===== src/rtl/ltc_pkg.sv =====
// ----------------------------------------------------------------------------
// ltc_pkg
// types, constants and command codes of the cache tag table
// ----------------------------------------------------------------------------
package ltc_pkg;
  localparam int ENTRIES  = 16;
  localparam int KEY_BITS = 32;
  localparam int IDX_W    = $clog2(ENTRIES);
  localparam int CNT_W    = $clog2(ENTRIES + 1);
  localparam int CAP_W    = 5;
  localparam int SLOT_W   = 4;

  typedef enum logic [1:0] {
    CMD_PUT   = 2'd0,
    CMD_GET   = 2'd1,
    CMD_QUERY = 2'd2,
    CMD_NONE  = 2'd3
  } cmd_t;

  // scan passes run by the datapath
  typedef enum logic [2:0] {
    PASS_FIND  = 3'd0,
    PASS_EARLY = 3'd1,
    PASS_LRU   = 3'd2,
    PASS_SHIFT = 3'd3,
    PASS_INS   = 3'd4
  } pass_t;

  typedef enum logic [2:0] {
    ST_IDLE,
    ST_SCAN,
    ST_DECIDE,
    ST_EVICT,
    ST_DONE
  } state_t;

  typedef struct packed {
    logic  load;     // capture input word
    logic  clear;    // reset scan index
    logic  step;     // scan one entry
    pass_t pass;
    logic  refresh;  // write expiry of hit
    logic  pick_lru; // choose lru victim
    logic  remove;   // drop victim
    logic  insert;   // write new entry
    logic  finish;   // present result
  } ctl_t;

  typedef struct packed {
    logic last;      // scan index at final entry
    logic hit;
    logic is_put;
    logic is_get;
    logic is_none;
    logic full;
    logic early_stale;
    logic have_free;
  } sts_t;
endpackage


===== src/rtl/ltc_if.sv =====
// ----------------------------------------------------------------------------
// ltc_in_if / ltc_out_if
// valid-ready channels of the cache tag table
// ----------------------------------------------------------------------------
interface ltc_in_if;
  logic        valid;
  logic        ready;
  logic [1:0]  cmd;
  logic [31:0] key;
  logic [15:0] max_age;
  logic [31:0] now;
  modport source (output valid, cmd, key, max_age, now, input ready);
  modport sink   (input valid, cmd, key, max_age, now, output ready);
endinterface

interface ltc_out_if;
  logic        valid;
  logic        ready;
  logic        hit;
  logic        stale;
  logic [3:0]  slot;
  logic        evicted;
  logic        evict_was_stale;
  logic [31:0] evicted_key;
  modport source (output valid, hit, stale, slot, evicted, evict_was_stale, evicted_key,
                  input ready);
  modport sink   (input valid, hit, stale, slot, evicted, evict_was_stale, evicted_key,
                  output ready);
endinterface


===== src/rtl/ltc_ctrl.sv =====
// ----------------------------------------------------------------------------
// ltc_ctrl
// sequencer for the scan passes of one command
// ----------------------------------------------------------------------------
module ltc_ctrl (
  input  logic          clk,
  input  logic          rst,
  input  logic          in_fire,
  input  logic          out_fire,
  input  ltc_pkg::sts_t sts,
  output ltc_pkg::ctl_t ctl,
  output logic          in_ready,
  output logic          out_valid
);
  import ltc_pkg::*;

  state_t state, state_next;
  pass_t  pass, pass_next;

  always_ff @(posedge clk) begin
    if (rst) begin
      state <= ST_IDLE;
      pass  <= PASS_FIND;
    end else begin
      state <= state_next;
      pass  <= pass_next;
    end
  end

  always_comb begin
    state_next = state;
    pass_next  = pass;
    unique case (state)
      ST_IDLE: begin
        if (in_fire) begin
          state_next = ST_SCAN;
          pass_next  = PASS_FIND;
        end
      end
      ST_SCAN: begin
        if (sts.last) begin
          priority case (pass)
            PASS_FIND:  state_next = ST_DECIDE;
            PASS_EARLY: begin
              pass_next  = sts.early_stale ? PASS_SHIFT : PASS_LRU;
              state_next = sts.early_stale ? ST_EVICT : ST_SCAN;
            end
            PASS_LRU:   state_next = ST_EVICT;
            PASS_SHIFT: begin
              pass_next = PASS_INS;
            end
            default:    state_next = ST_DONE;
          endcase
        end
      end
      ST_DECIDE: begin
        if (sts.is_put && !sts.hit) begin
          state_next = ST_SCAN;
          pass_next  = sts.full ? PASS_EARLY : PASS_SHIFT;
        end else if (sts.is_get && sts.hit) begin
          state_next = ST_SCAN;
          pass_next  = PASS_SHIFT;
        end else begin
          state_next = ST_DONE;
        end
      end
      ST_EVICT: begin
        state_next = ST_SCAN;
        pass_next  = PASS_SHIFT;
      end
      ST_DONE: if (out_fire) state_next = ST_IDLE;
      default: state_next = ST_IDLE;
    endcase
  end

  always_comb begin
    ctl          = '0;
    ctl.pass     = pass;
    in_ready     = (state == ST_IDLE);
    out_valid    = (state == ST_DONE);
    ctl.load     = in_fire;
    ctl.clear    = in_fire || (state == ST_DECIDE) || (state == ST_EVICT) ||
                   (state == ST_SCAN && sts.last);
    ctl.step     = (state == ST_SCAN);
    ctl.refresh  = (state == ST_DECIDE) && sts.is_put && sts.hit;
    ctl.pick_lru = (state == ST_SCAN) && (pass == PASS_EARLY) && sts.last && !sts.early_stale;
    ctl.remove   = (state == ST_EVICT);
    ctl.insert   = (state == ST_SCAN) && (pass == PASS_SHIFT) && sts.last && !sts.hit;
    ctl.finish   = (state == ST_SCAN) && (pass == PASS_INS) && sts.last;
  end
endmodule


===== src/rtl/ltc_dp.sv =====
// ----------------------------------------------------------------------------
// ltc_dp
// entry storage and one-entry-per-cycle scan datapath
// ----------------------------------------------------------------------------
module ltc_dp (
  input  logic                          clk,
  input  logic                          rst,
  input  ltc_pkg::ctl_t                 ctl,
  output ltc_pkg::sts_t                 sts,
  input  logic [ltc_pkg::CAP_W-1:0]     cfg_data,
  input  logic                          cfg_we,
  input  logic [1:0]                    in_cmd,
  input  logic [31:0]                   in_key,
  input  logic [15:0]                   in_max_age,
  input  logic [31:0]                   in_now,
  output logic                          o_hit,
  output logic                          o_stale,
  output logic [ltc_pkg::SLOT_W-1:0]    o_slot,
  output logic                          o_evicted,
  output logic                          o_ev_stale,
  output logic [31:0]                   o_ev_key
);
  import ltc_pkg::*;

  logic [KEY_BITS-1:0] ekey    [ENTRIES];
  logic [31:0]         eexp    [ENTRIES];
  logic [IDX_W-1:0]    erank   [ENTRIES];
  logic [ENTRIES-1:0]  evalid;
  logic [CNT_W-1:0]    fill_count;
  logic [CAP_W-1:0]    capacity;

  cmd_t                cmd;
  logic [KEY_BITS-1:0] key;
  logic [31:0]         now, expiry;
  logic [IDX_W-1:0]    idx;
  logic                hit, stale;
  logic [IDX_W-1:0]    hslot;
  logic                best_ok;
  logic [IDX_W-1:0]    best;
  logic [31:0]         best_exp;
  logic [IDX_W-1:0]    best_rank;
  logic                free_ok;
  logic [IDX_W-1:0]    free_slot;
  logic [IDX_W-1:0]    ref_rank;
  logic                evicted, ev_stale;
  logic [KEY_BITS-1:0] ev_key;
  logic [SLOT_W-1:0]   slot;
  logic [32:0]         sum;
  logic [CNT_W-1:0]    cap_eff;

  assign sum     = {1'b0, in_now} + {17'd0, in_max_age};
  assign cap_eff = (capacity == '0) ? CNT_W'(1) :
                   ({{(CNT_W > CAP_W ? CNT_W - CAP_W : 0){1'b0}}, capacity} > CNT_W'(ENTRIES)) ?
                   CNT_W'(ENTRIES) : CNT_W'(capacity);

  logic cur_v;
  logic cand_early;
  assign cur_v = evalid[idx];

  // current entry beats the earliest found so far
  assign cand_early = cur_v && (!best_ok || eexp[idx] < best_exp ||
                      (eexp[idx] == best_exp && erank[idx] > best_rank));

  always_ff @(posedge clk) begin
    if (rst) capacity <= CAP_W'(16);
    else if (cfg_we) capacity <= cfg_data;
  end

  always_ff @(posedge clk) begin
    if (ctl.load) begin
      cmd    <= cmd_t'(in_cmd);
      key    <= in_key[KEY_BITS-1:0];
      now    <= in_now;
      expiry <= sum[32] ? 32'hFFFF_FFFF : sum[31:0];
    end
    if (ctl.clear) idx <= '0;
    else if (ctl.step) idx <= idx + IDX_W'(1);
  end

  always_ff @(posedge clk) begin
    if (rst) begin
      evalid     <= '0;
      fill_count <= '0;
    end else begin
      if (ctl.remove) begin
        evalid[best] <= 1'b0;
        fill_count   <= fill_count - CNT_W'(1);
      end
      if (ctl.insert && free_ok) begin
        evalid[free_slot] <= 1'b1;
        fill_count        <= fill_count + CNT_W'(1);
      end
    end
  end

  always_ff @(posedge clk) begin
    if (ctl.load) begin
      hit <= 1'b0; stale <= 1'b0; hslot <= '0;
      best_ok <= 1'b0; free_ok <= 1'b0;
      evicted <= 1'b0; ev_stale <= 1'b0; ev_key <= '0;
      slot <= '0;
    end
    if (ctl.step) begin
      unique case (ctl.pass)
        PASS_FIND: begin
          if (cmd != CMD_NONE && cur_v && ekey[idx] == key && !hit) begin
            hit <= 1'b1; hslot <= idx; ref_rank <= erank[idx];
            stale <= now > eexp[idx];
            slot <= SLOT_W'(idx);
          end
          if (!cur_v && !free_ok) begin
            free_ok <= 1'b1; free_slot <= idx;
          end
        end
        PASS_EARLY, PASS_LRU: begin
          if (!ctl.pick_lru && cur_v && (!best_ok ||
              (ctl.pass == PASS_EARLY && (eexp[idx] < best_exp ||
                (eexp[idx] == best_exp && erank[idx] > best_rank))) ||
              (ctl.pass == PASS_LRU && erank[idx] > best_rank))) begin
            best_ok <= 1'b1; best <= idx; best_exp <= eexp[idx]; best_rank <= erank[idx];
          end
        end
        PASS_SHIFT: begin
          if (cur_v) begin
            if (hit) begin
              if (erank[idx] < ref_rank) erank[idx] <= erank[idx] + IDX_W'(1);
            end else begin
              erank[idx] <= erank[idx] + IDX_W'(1);
            end
          end
        end
        default: begin
          if (hit && idx == hslot) erank[idx] <= '0;
        end
      endcase
    end
    if (ctl.pick_lru) best_ok <= 1'b0;
    if (ctl.pass == PASS_EARLY && ctl.step && ctl.clear) ev_stale <= sts.early_stale;
    if (ctl.refresh) eexp[hslot] <= expiry;
    if (ctl.remove) begin
      evicted <= 1'b1;
      ev_key  <= ekey[best];
      free_ok <= 1'b1;
      if (!free_ok || best < free_slot) free_slot <= best;
      for (int i = 0; i < ENTRIES; i++)
        if (evalid[i] && erank[i] > best_rank) erank[i] <= erank[i] - IDX_W'(1);
    end
    if (ctl.insert && free_ok) begin
      ekey[free_slot]  <= key;
      eexp[free_slot]  <= expiry;
      erank[free_slot] <= '0;
      slot             <= SLOT_W'(free_slot);
    end
  end

  assign sts.last        = (idx == IDX_W'(ENTRIES - 1));
  assign sts.hit         = hit;
  assign sts.is_put      = (cmd == CMD_PUT);
  assign sts.is_get      = (cmd == CMD_GET);
  assign sts.is_none     = (cmd == CMD_NONE);
  assign sts.full        = (fill_count >= cap_eff) && (fill_count != '0);
  assign sts.early_stale = cand_early ? (now > eexp[idx]) : (best_ok && (now > best_exp));
  assign sts.have_free   = free_ok;

  assign o_hit      = hit;
  assign o_stale    = stale;
  assign o_slot     = slot;
  assign o_evicted  = evicted;
  assign o_ev_stale = ev_stale;
  assign o_ev_key   = 32'(ev_key);
endmodule


===== src/rtl/lru_ttl_cache_replacement.sv =====
// ----------------------------------------------------------------------------
// lru_ttl_cache_replacement
// fully associative tag table with lru replacement and expiry
// ----------------------------------------------------------------------------
// channel | dir | word
// in      | in  | cmd, key, max_age, now
// out     | out | hit, stale, slot, evicted, evict_was_stale, evicted_key
// cfg     | in  | capacity (cfg_we, cfg_data)
//
// each scan pass reads one entry per cycle
// get/query or refreshing put: find pass; hit get, new put: also shift, insert
// one word in flight at a time
// reset clears valid bits and fill count at once, no clearing pass
// a stalled result holds until taken
module lru_ttl_cache_replacement (
  input  logic                       clk,
  input  logic                       rst,
  input  logic                       cfg_we,
  input  logic [ltc_pkg::CAP_W-1:0]  cfg_data,
  ltc_in_if.sink                     in_ch,
  ltc_out_if.source                  out_ch
);
  import ltc_pkg::*;

  ctl_t ctl;
  sts_t sts;
  logic in_fire, out_fire;

  assign in_fire  = in_ch.valid && in_ch.ready;
  assign out_fire = out_ch.valid && out_ch.ready;

  ltc_ctrl u_ctrl (
    .clk(clk), .rst(rst), .in_fire(in_fire), .out_fire(out_fire),
    .sts(sts), .ctl(ctl), .in_ready(in_ch.ready), .out_valid(out_ch.valid)
  );

  ltc_dp u_dp (
    .clk(clk), .rst(rst), .ctl(ctl), .sts(sts),
    .cfg_data(cfg_data), .cfg_we(cfg_we),
    .in_cmd(in_ch.cmd), .in_key(in_ch.key), .in_max_age(in_ch.max_age), .in_now(in_ch.now),
    .o_hit(out_ch.hit), .o_stale(out_ch.stale), .o_slot(out_ch.slot),
    .o_evicted(out_ch.evicted), .o_ev_stale(out_ch.evict_was_stale),
    .o_ev_key(out_ch.evicted_key)
  );
endmodule


===== src/flat_wrapper.sv =====
// flat-port wrapper written by rule: the top's interface ports become plain ports
module lru_ttl_cache_replacement_flat import ltc_pkg::*;
  (clk, rst, cfg_we, cfg_data, in_ch_valid, in_ch_cmd, in_ch_key, in_ch_max_age, in_ch_now, in_ch_ready, out_ch_valid, out_ch_hit, out_ch_stale, out_ch_slot, out_ch_evicted, out_ch_evict_was_stale, out_ch_evicted_key, out_ch_ready);
  ltc_in_if in_ch_i ();
  ltc_out_if out_ch_i ();
  input  logic clk;
  input  logic rst;
  input  logic cfg_we;
  input  logic [ltc_pkg::CAP_W-1:0] cfg_data;
  input wire logic [$bits(in_ch_i.valid)-1:0] in_ch_valid;
  input wire logic [$bits(in_ch_i.cmd)-1:0] in_ch_cmd;
  input wire logic [$bits(in_ch_i.key)-1:0] in_ch_key;
  input wire logic [$bits(in_ch_i.max_age)-1:0] in_ch_max_age;
  input wire logic [$bits(in_ch_i.now)-1:0] in_ch_now;
  output wire logic [$bits(in_ch_i.ready)-1:0] in_ch_ready;
  output wire logic [$bits(out_ch_i.valid)-1:0] out_ch_valid;
  output wire logic [$bits(out_ch_i.hit)-1:0] out_ch_hit;
  output wire logic [$bits(out_ch_i.stale)-1:0] out_ch_stale;
  output wire logic [$bits(out_ch_i.slot)-1:0] out_ch_slot;
  output wire logic [$bits(out_ch_i.evicted)-1:0] out_ch_evicted;
  output wire logic [$bits(out_ch_i.evict_was_stale)-1:0] out_ch_evict_was_stale;
  output wire logic [$bits(out_ch_i.evicted_key)-1:0] out_ch_evicted_key;
  input wire logic [$bits(out_ch_i.ready)-1:0] out_ch_ready;
  assign in_ch_i.valid = in_ch_valid;
  assign in_ch_i.cmd = in_ch_cmd;
  assign in_ch_i.key = in_ch_key;
  assign in_ch_i.max_age = in_ch_max_age;
  assign in_ch_i.now = in_ch_now;
  assign in_ch_ready = in_ch_i.ready;
  assign out_ch_valid = out_ch_i.valid;
  assign out_ch_hit = out_ch_i.hit;
  assign out_ch_stale = out_ch_i.stale;
  assign out_ch_slot = out_ch_i.slot;
  assign out_ch_evicted = out_ch_i.evicted;
  assign out_ch_evict_was_stale = out_ch_i.evict_was_stale;
  assign out_ch_evicted_key = out_ch_i.evicted_key;
  assign out_ch_i.ready = out_ch_ready;
  lru_ttl_cache_replacement u_core (.clk(clk), .rst(rst), .cfg_we(cfg_we), .cfg_data(cfg_data), .in_ch(in_ch_i), .out_ch(out_ch_i));
endmodule

===== config.mk =====
export PLATFORM = sky130hd
export DESIGN_NAME = lru_ttl_cache_replacement_flat
export DESIGN_NICKNAME = d
export VERILOG_FILES = /design/src/rtl/ltc_pkg.sv /design/src/rtl/ltc_if.sv /design/src/rtl/ltc_ctrl.sv /design/src/rtl/ltc_dp.sv /design/src/rtl/lru_ttl_cache_replacement.sv /design/src/flat_wrapper.sv
export SDC_FILE = /design/constraint.sdc
export NUM_CORES = 2
export LEC_CHECK = 0
export ABC_AREA = 1
export ABC_CLOCK_PERIOD_IN_PS = 4900
export BUFFER_PORTS_ARGS = -buffer_cell sky130_fd_sc_hd__clkbuf_2
export CORE_AREA = 2 2 512 514
export CTS_BUF_LIST = sky130_fd_sc_hd__clkbuf_4 sky130_fd_sc_hd__clkbuf_8 sky130_fd_sc_hd__clkbuf_16
export CTS_CLUSTER_DIAMETER = 150
export DETAILED_ROUTE_END_ITERATION = 12
export DIE_AREA = 0 0 514 516
export GPL_TIMING_DRIVEN = 0
export PLACE_DENSITY = 0.51
export SETUP_SLACK_MARGIN = 0.2
export SLEW_MARGIN = 20
export SYNTH_ARGS = -nofsm -noshare
export SYNTH_HDL_FRONTEND = slang
export SYNTH_SLANG_ARGS = --single-unit

===== constraint.sdc =====
create_clock -name clk -period 4.9 [get_ports clk]
set_input_delay 0.245 -clock clk [delete_from_list [all_inputs] [get_ports clk]]
set_output_delay 0.245 -clock clk [all_outputs]
set_load 0.02 [all_outputs]

==> implementation parameters <==
Parameter                              Value

Worst setup path
  Endpoint kind of the worst setup timing path ... flop
  Critical path data arrival time ... 5460 ps
  Worst setup path class ... reg2reg
  Sort of element at the start of the critical path ... flop
  Slowest Stage Delay on Critical Path ... 480 ps
  Critical path's slowest cell ... sky130_fd_sc_hd__o211ai_1
  Stages on worst setup path ... 27
  Number of buffers and inverters on the critical path ... 9
  CP required ... 5600 ps
  Worst-path maximum fanout ... 11
  Number of cells on the worst reg-to-reg path ... 27
  Reg2reg setup slack ... 150 ps
  CP delay by family, top ... simple AND/OR/NAND/NOR gates
  Most repeated library cell on the critical path ... sky130_fd_sc_hd__buf_12

STA
  Achievable frequency ... 210 MHz
  Headroom to the max-slew limit ... 3.83%
  Post-route worst setup slack ... 149 ps
  Setup violators final ... 0
  Unrepaired setup endpoints after global routing ... false
  Post-layout minimum cycle time ... 4750 ps
  Slew at the pin with the worst max-slew slack ... 1440 ps
  Number of hold-slack violations in the final timing report ... 0
  Sum of negative setup slack ... 0 ps
  Max Slew Vio Count ... 0
  Worst clock skew on the final layout ... 64.8 ps
  Final critical-path share of the clock period ... 97.0%

Floorplanning
  Total core area ... 0.259 mm2
  Number of placement rows ... 187
  I/O pins ... 134
  Initial core utilization ... 24.9%
  DIE AREA ... 0.265 mm2
  Vert. Die Dim ... 516 um
  Horizontal extent of the die ... 514 um

Power
  Power after layout ... 37.2 mW
  IR Drop Worst-Case VDD ... 389 uV
  Share of total power consumed by net switching ... 38.1%
  Total power divided by cell area ... 471 mW/mm2
  Fraction of power consumed by sequential logic ... 37.6%
  Internal power of the cells ... 23.0 mW
  Sw Pwr ... 14.2 mW
  Static power due to leakage ... 29.5 nW
  Power share of the clock group ... 31.8%
  Fraction of power consumed by combinational cells ... 30.6%

Synthesis
  Synth Flop Type ... sky130_fd_sc_hd__edfxtp_1
  Post-synthesis cell type count ... 54
  Syn_nets ... 6822
  Register bit count reported by yosys ... 1324
  Netlist area before placement ... 0.0647 mm2
  Sequential cell area fraction in the yosys report ... 59.6%
  Per-instance average area after synthesis ... 9.93 um2
  Syn. warnings ... 0
  Number of flops mapped to enable cells by yosys ... 1199
  Share of flip-flops with an asynchronous set or reset ... 0%
  Cell count after synthesis ... 6513

Finish
  Filler instances ... 26700
  Most frequent standard cell in the layout excluding fill and tap cells ... sky130_fd_sc_hd__edfxtp_1
  Most frequent cells in the layout ... sky130_fd_sc_hd__edfxtp_1 (1199), sky130_fd_sc_hd__nand2_1 (958), sky130_fd_sc_hd__nand3_1 (672)
  Post-layout util ... 30.4%
  Final instance count without filler cells ... 10500
  NumNets Final ... 7294
  Ratio of cells with drive above 1 in the final layout ... 13.3%
  Area grow syn2layout ... 22.1%

GRT
  Global-route wire length before repair ... 414 mm
  Overall routing resource usage ... 22.2%
  Number of global-route vias before repair ... 52300
  GRT Residual Overflow ... 0
  Antenna violations before repair ... 27
  Maximum number of pins on one net before global-route repair ... 76

Placement
  Final HPWL from detailed placement ... 207 mm
  Quantity of I/O buffers inserted on ports ... 133
  Pre-CTS setup slack ... -2260 ps
  Final weighted congestion of routability-driven global placement ... 0.981
  Instance count after placement with tap cells included ... 10100

CTS
  Clock H-tree levels ... 4
  Number of clock buffers inserted by TritonCTS ... 147
  Clock Sinks ... 1324
  CTS Root Buffer Type ... sky130_fd_sc_hd__clkbuf_16
  Maximum number of buffers from clock root to sink ... 3
  Clock Pin Slew Worst Setup and Hold Paths ... 60 ps
  Worst skew pair latency ... 870 ps
  Clock tree from TritonCTS ... done

Routing
  Number of nets with antenna violations after routing ... 0
  Final wirelength ... 306 mm
  Initial DRC count ... 8407
  Number of vias in the routed layout ... 56100
  Post-DR vias/cell ... 5.33
  First-pass iteration count of the detailed router ... 9
  Number of DRC violations after detailed routing ... 0
  Routed wire per std cell ... 29.0 um

Flow run
  Max-cap violation count ... 0

Outcome
  Status ... completed

Worst hold path
  Path class of the lowest-slack min-delay path ... in2reg
[cell families after synthesis]
group	Yosys count	share of synthesized area [%]
compound gates	1501	13.1
xor+xnor	54	0.743
flops	1324	59.6
fa+ha+maj	217	4.22
buf+inv	987	6.34
simple gates	2430	16.0
[through the flow]
step	instance area, um2	hold WS, ps
2_1_floorplan	64700	314
3_5_place_dp	71500	414
5_1_grt	78900	46.5
3_3_place_gp	69600	413
6_report	78900	43.1
4_1_cts	78600	13.0
[power groups by stage]
stage / combinational, mW / sequential, mW / clock, mW
detailed placement: 10.1 / 14.2 / 0
CTS: 10.8 / 13.9 / 11.9
floorplan: 5.47 / 13.9 / 0
global placement: 9.96 / 14.2 / 0
finish: 11.4 / 14.0 / 11.8
global route: 11.9 / 14.0 / 12.3
[routing by layer]
metal	GRT usage [%]	vias to the layer above	part of all wire, %
li1	-	23900	-
met4	11.6	14	6.4
met1	28.6	27400	39
met2	33.5	3897	43
met5	0	-	0.028
met3	6.50	950	12
[registers in the layout, summed over array words and instances (netlist names), 2 cells and up, named ones only]
name	flops
u_core.u_dp.eexp	512
u_core.u_dp.ekey	512
u_core.u_dp.erank	64
u_core.u_dp.best_exp	32
u_core.u_dp.expiry	32
u_core.u_dp.key	32
u_core.u_dp.now	32
u_core.u_dp.o_ev_key	32
u_core.u_dp.evalid	16
u_core.u_dp.capacity	5
u_core.u_dp.fill_count	5
u_core.u_dp.best	4
u_core.u_dp.best_rank	4
u_core.u_dp.free_slot	4
u_core.u_dp.hslot	4
u_core.u_dp.idx	4
u_core.u_dp.o_slot	4
u_core.u_dp.ref_rank	4
u_core.u_ctrl.pass	3
u_core.u_ctrl.state	3
u_core.u_dp.cmd	2
[tightest hold or removal path: stages]
cell and delay [ps]:
sky130_fd_sc_hd__clkbuf_2 100, sky130_fd_sc_hd__ha_1 200, sky130_fd_sc_hd__xnor2_1 110, sky130_fd_sc_hd__nand2_1 100
[repair_timing]
item | 4_1_cts | 5_1_grt
cloned | 3 | 1
buffers inserted | 15 | 12
pin swaps | 22 | 30
hold endpoints to repair | 101 | 0
endpoints found under the setup margin | 49 | 44
resized for setup | 310 | 75
hold buffers | 89 | 0
[cell type report]
type / count / area (um2) / share of cell area [%]
antenna: 18 / 45.0 / 0.0571
buffer: 355 / 2460 / 3.11
clock buffer: 188 / 4060 / 5.14
sequential: 1324 / 38500 / 48.8
inverter: 630 / 2400 / 3.04
multi-input combinational: 4202 / 22700 / 28.7
timing repair inverter: 1 / 16.3 / 0.0206
timing repair buffer: 324 / 3450 / 4.38
tap: 3402 / 4260 / 5.39
clock inverter: 84 / 1070 / 1.36
[Yosys cell counts, types with 100 or more instances]
library cell	number	share of area, %
sky130_fd_sc_hd__nor2_1	601	3.5
sky130_fd_sc_hd__o21ai_0	680	5.3
sky130_fd_sc_hd__o211ai_1	169	2.0
sky130_fd_sc_hd__o221ai_1	100	1.4
sky130_fd_sc_hd__clkbuf_1	215	1.2
sky130_fd_sc_hd__inv_1	617	3.6
sky130_fd_sc_hd__nand3_1	680	5.3
sky130_fd_sc_hd__dfxtp_1	125	3.9
sky130_fd_sc_hd__ha_1	215	4.2
sky130_fd_sc_hd__edfxtp_1	1199	56
sky130_fd_sc_hd__nand2_1	997	5.8
sky130_fd_sc_hd__a21oi_1	459	3.6
[worst min path at each step]
stage / from / endpoint / slack [ps] / cells after the start
after CTS: in_ch_max_age[14] / u_core.u_dp.expiry[14]$_SDFFCE_PP1P_ / 10 / 4
final: in_ch_max_age[14] / u_core.u_dp.expiry[14]$_SDFFCE_PP1P_ / 40 / 4
after detailed placement: u_core.u_dp.idx[2]$_SDFFE_PN0P_ / u_core.u_dp.best[2]$_DFFE_PP_ / 410 / 0
after floorplan: rst / u_core.u_ctrl.state[2]$_SDFFE_PP0P_ / 310 / 1
after global routing: in_ch_max_age[14] / u_core.u_dp.expiry[14]$_SDFFCE_PP1P_ / 50 / 4
after global placement: u_core.u_dp.idx[2]$_SDFFE_PN0P_ / u_core.u_dp.best[2]$_DFFE_PP_ / 410 / 0
No activity file was read; power rests on OpenSTA's default activity.
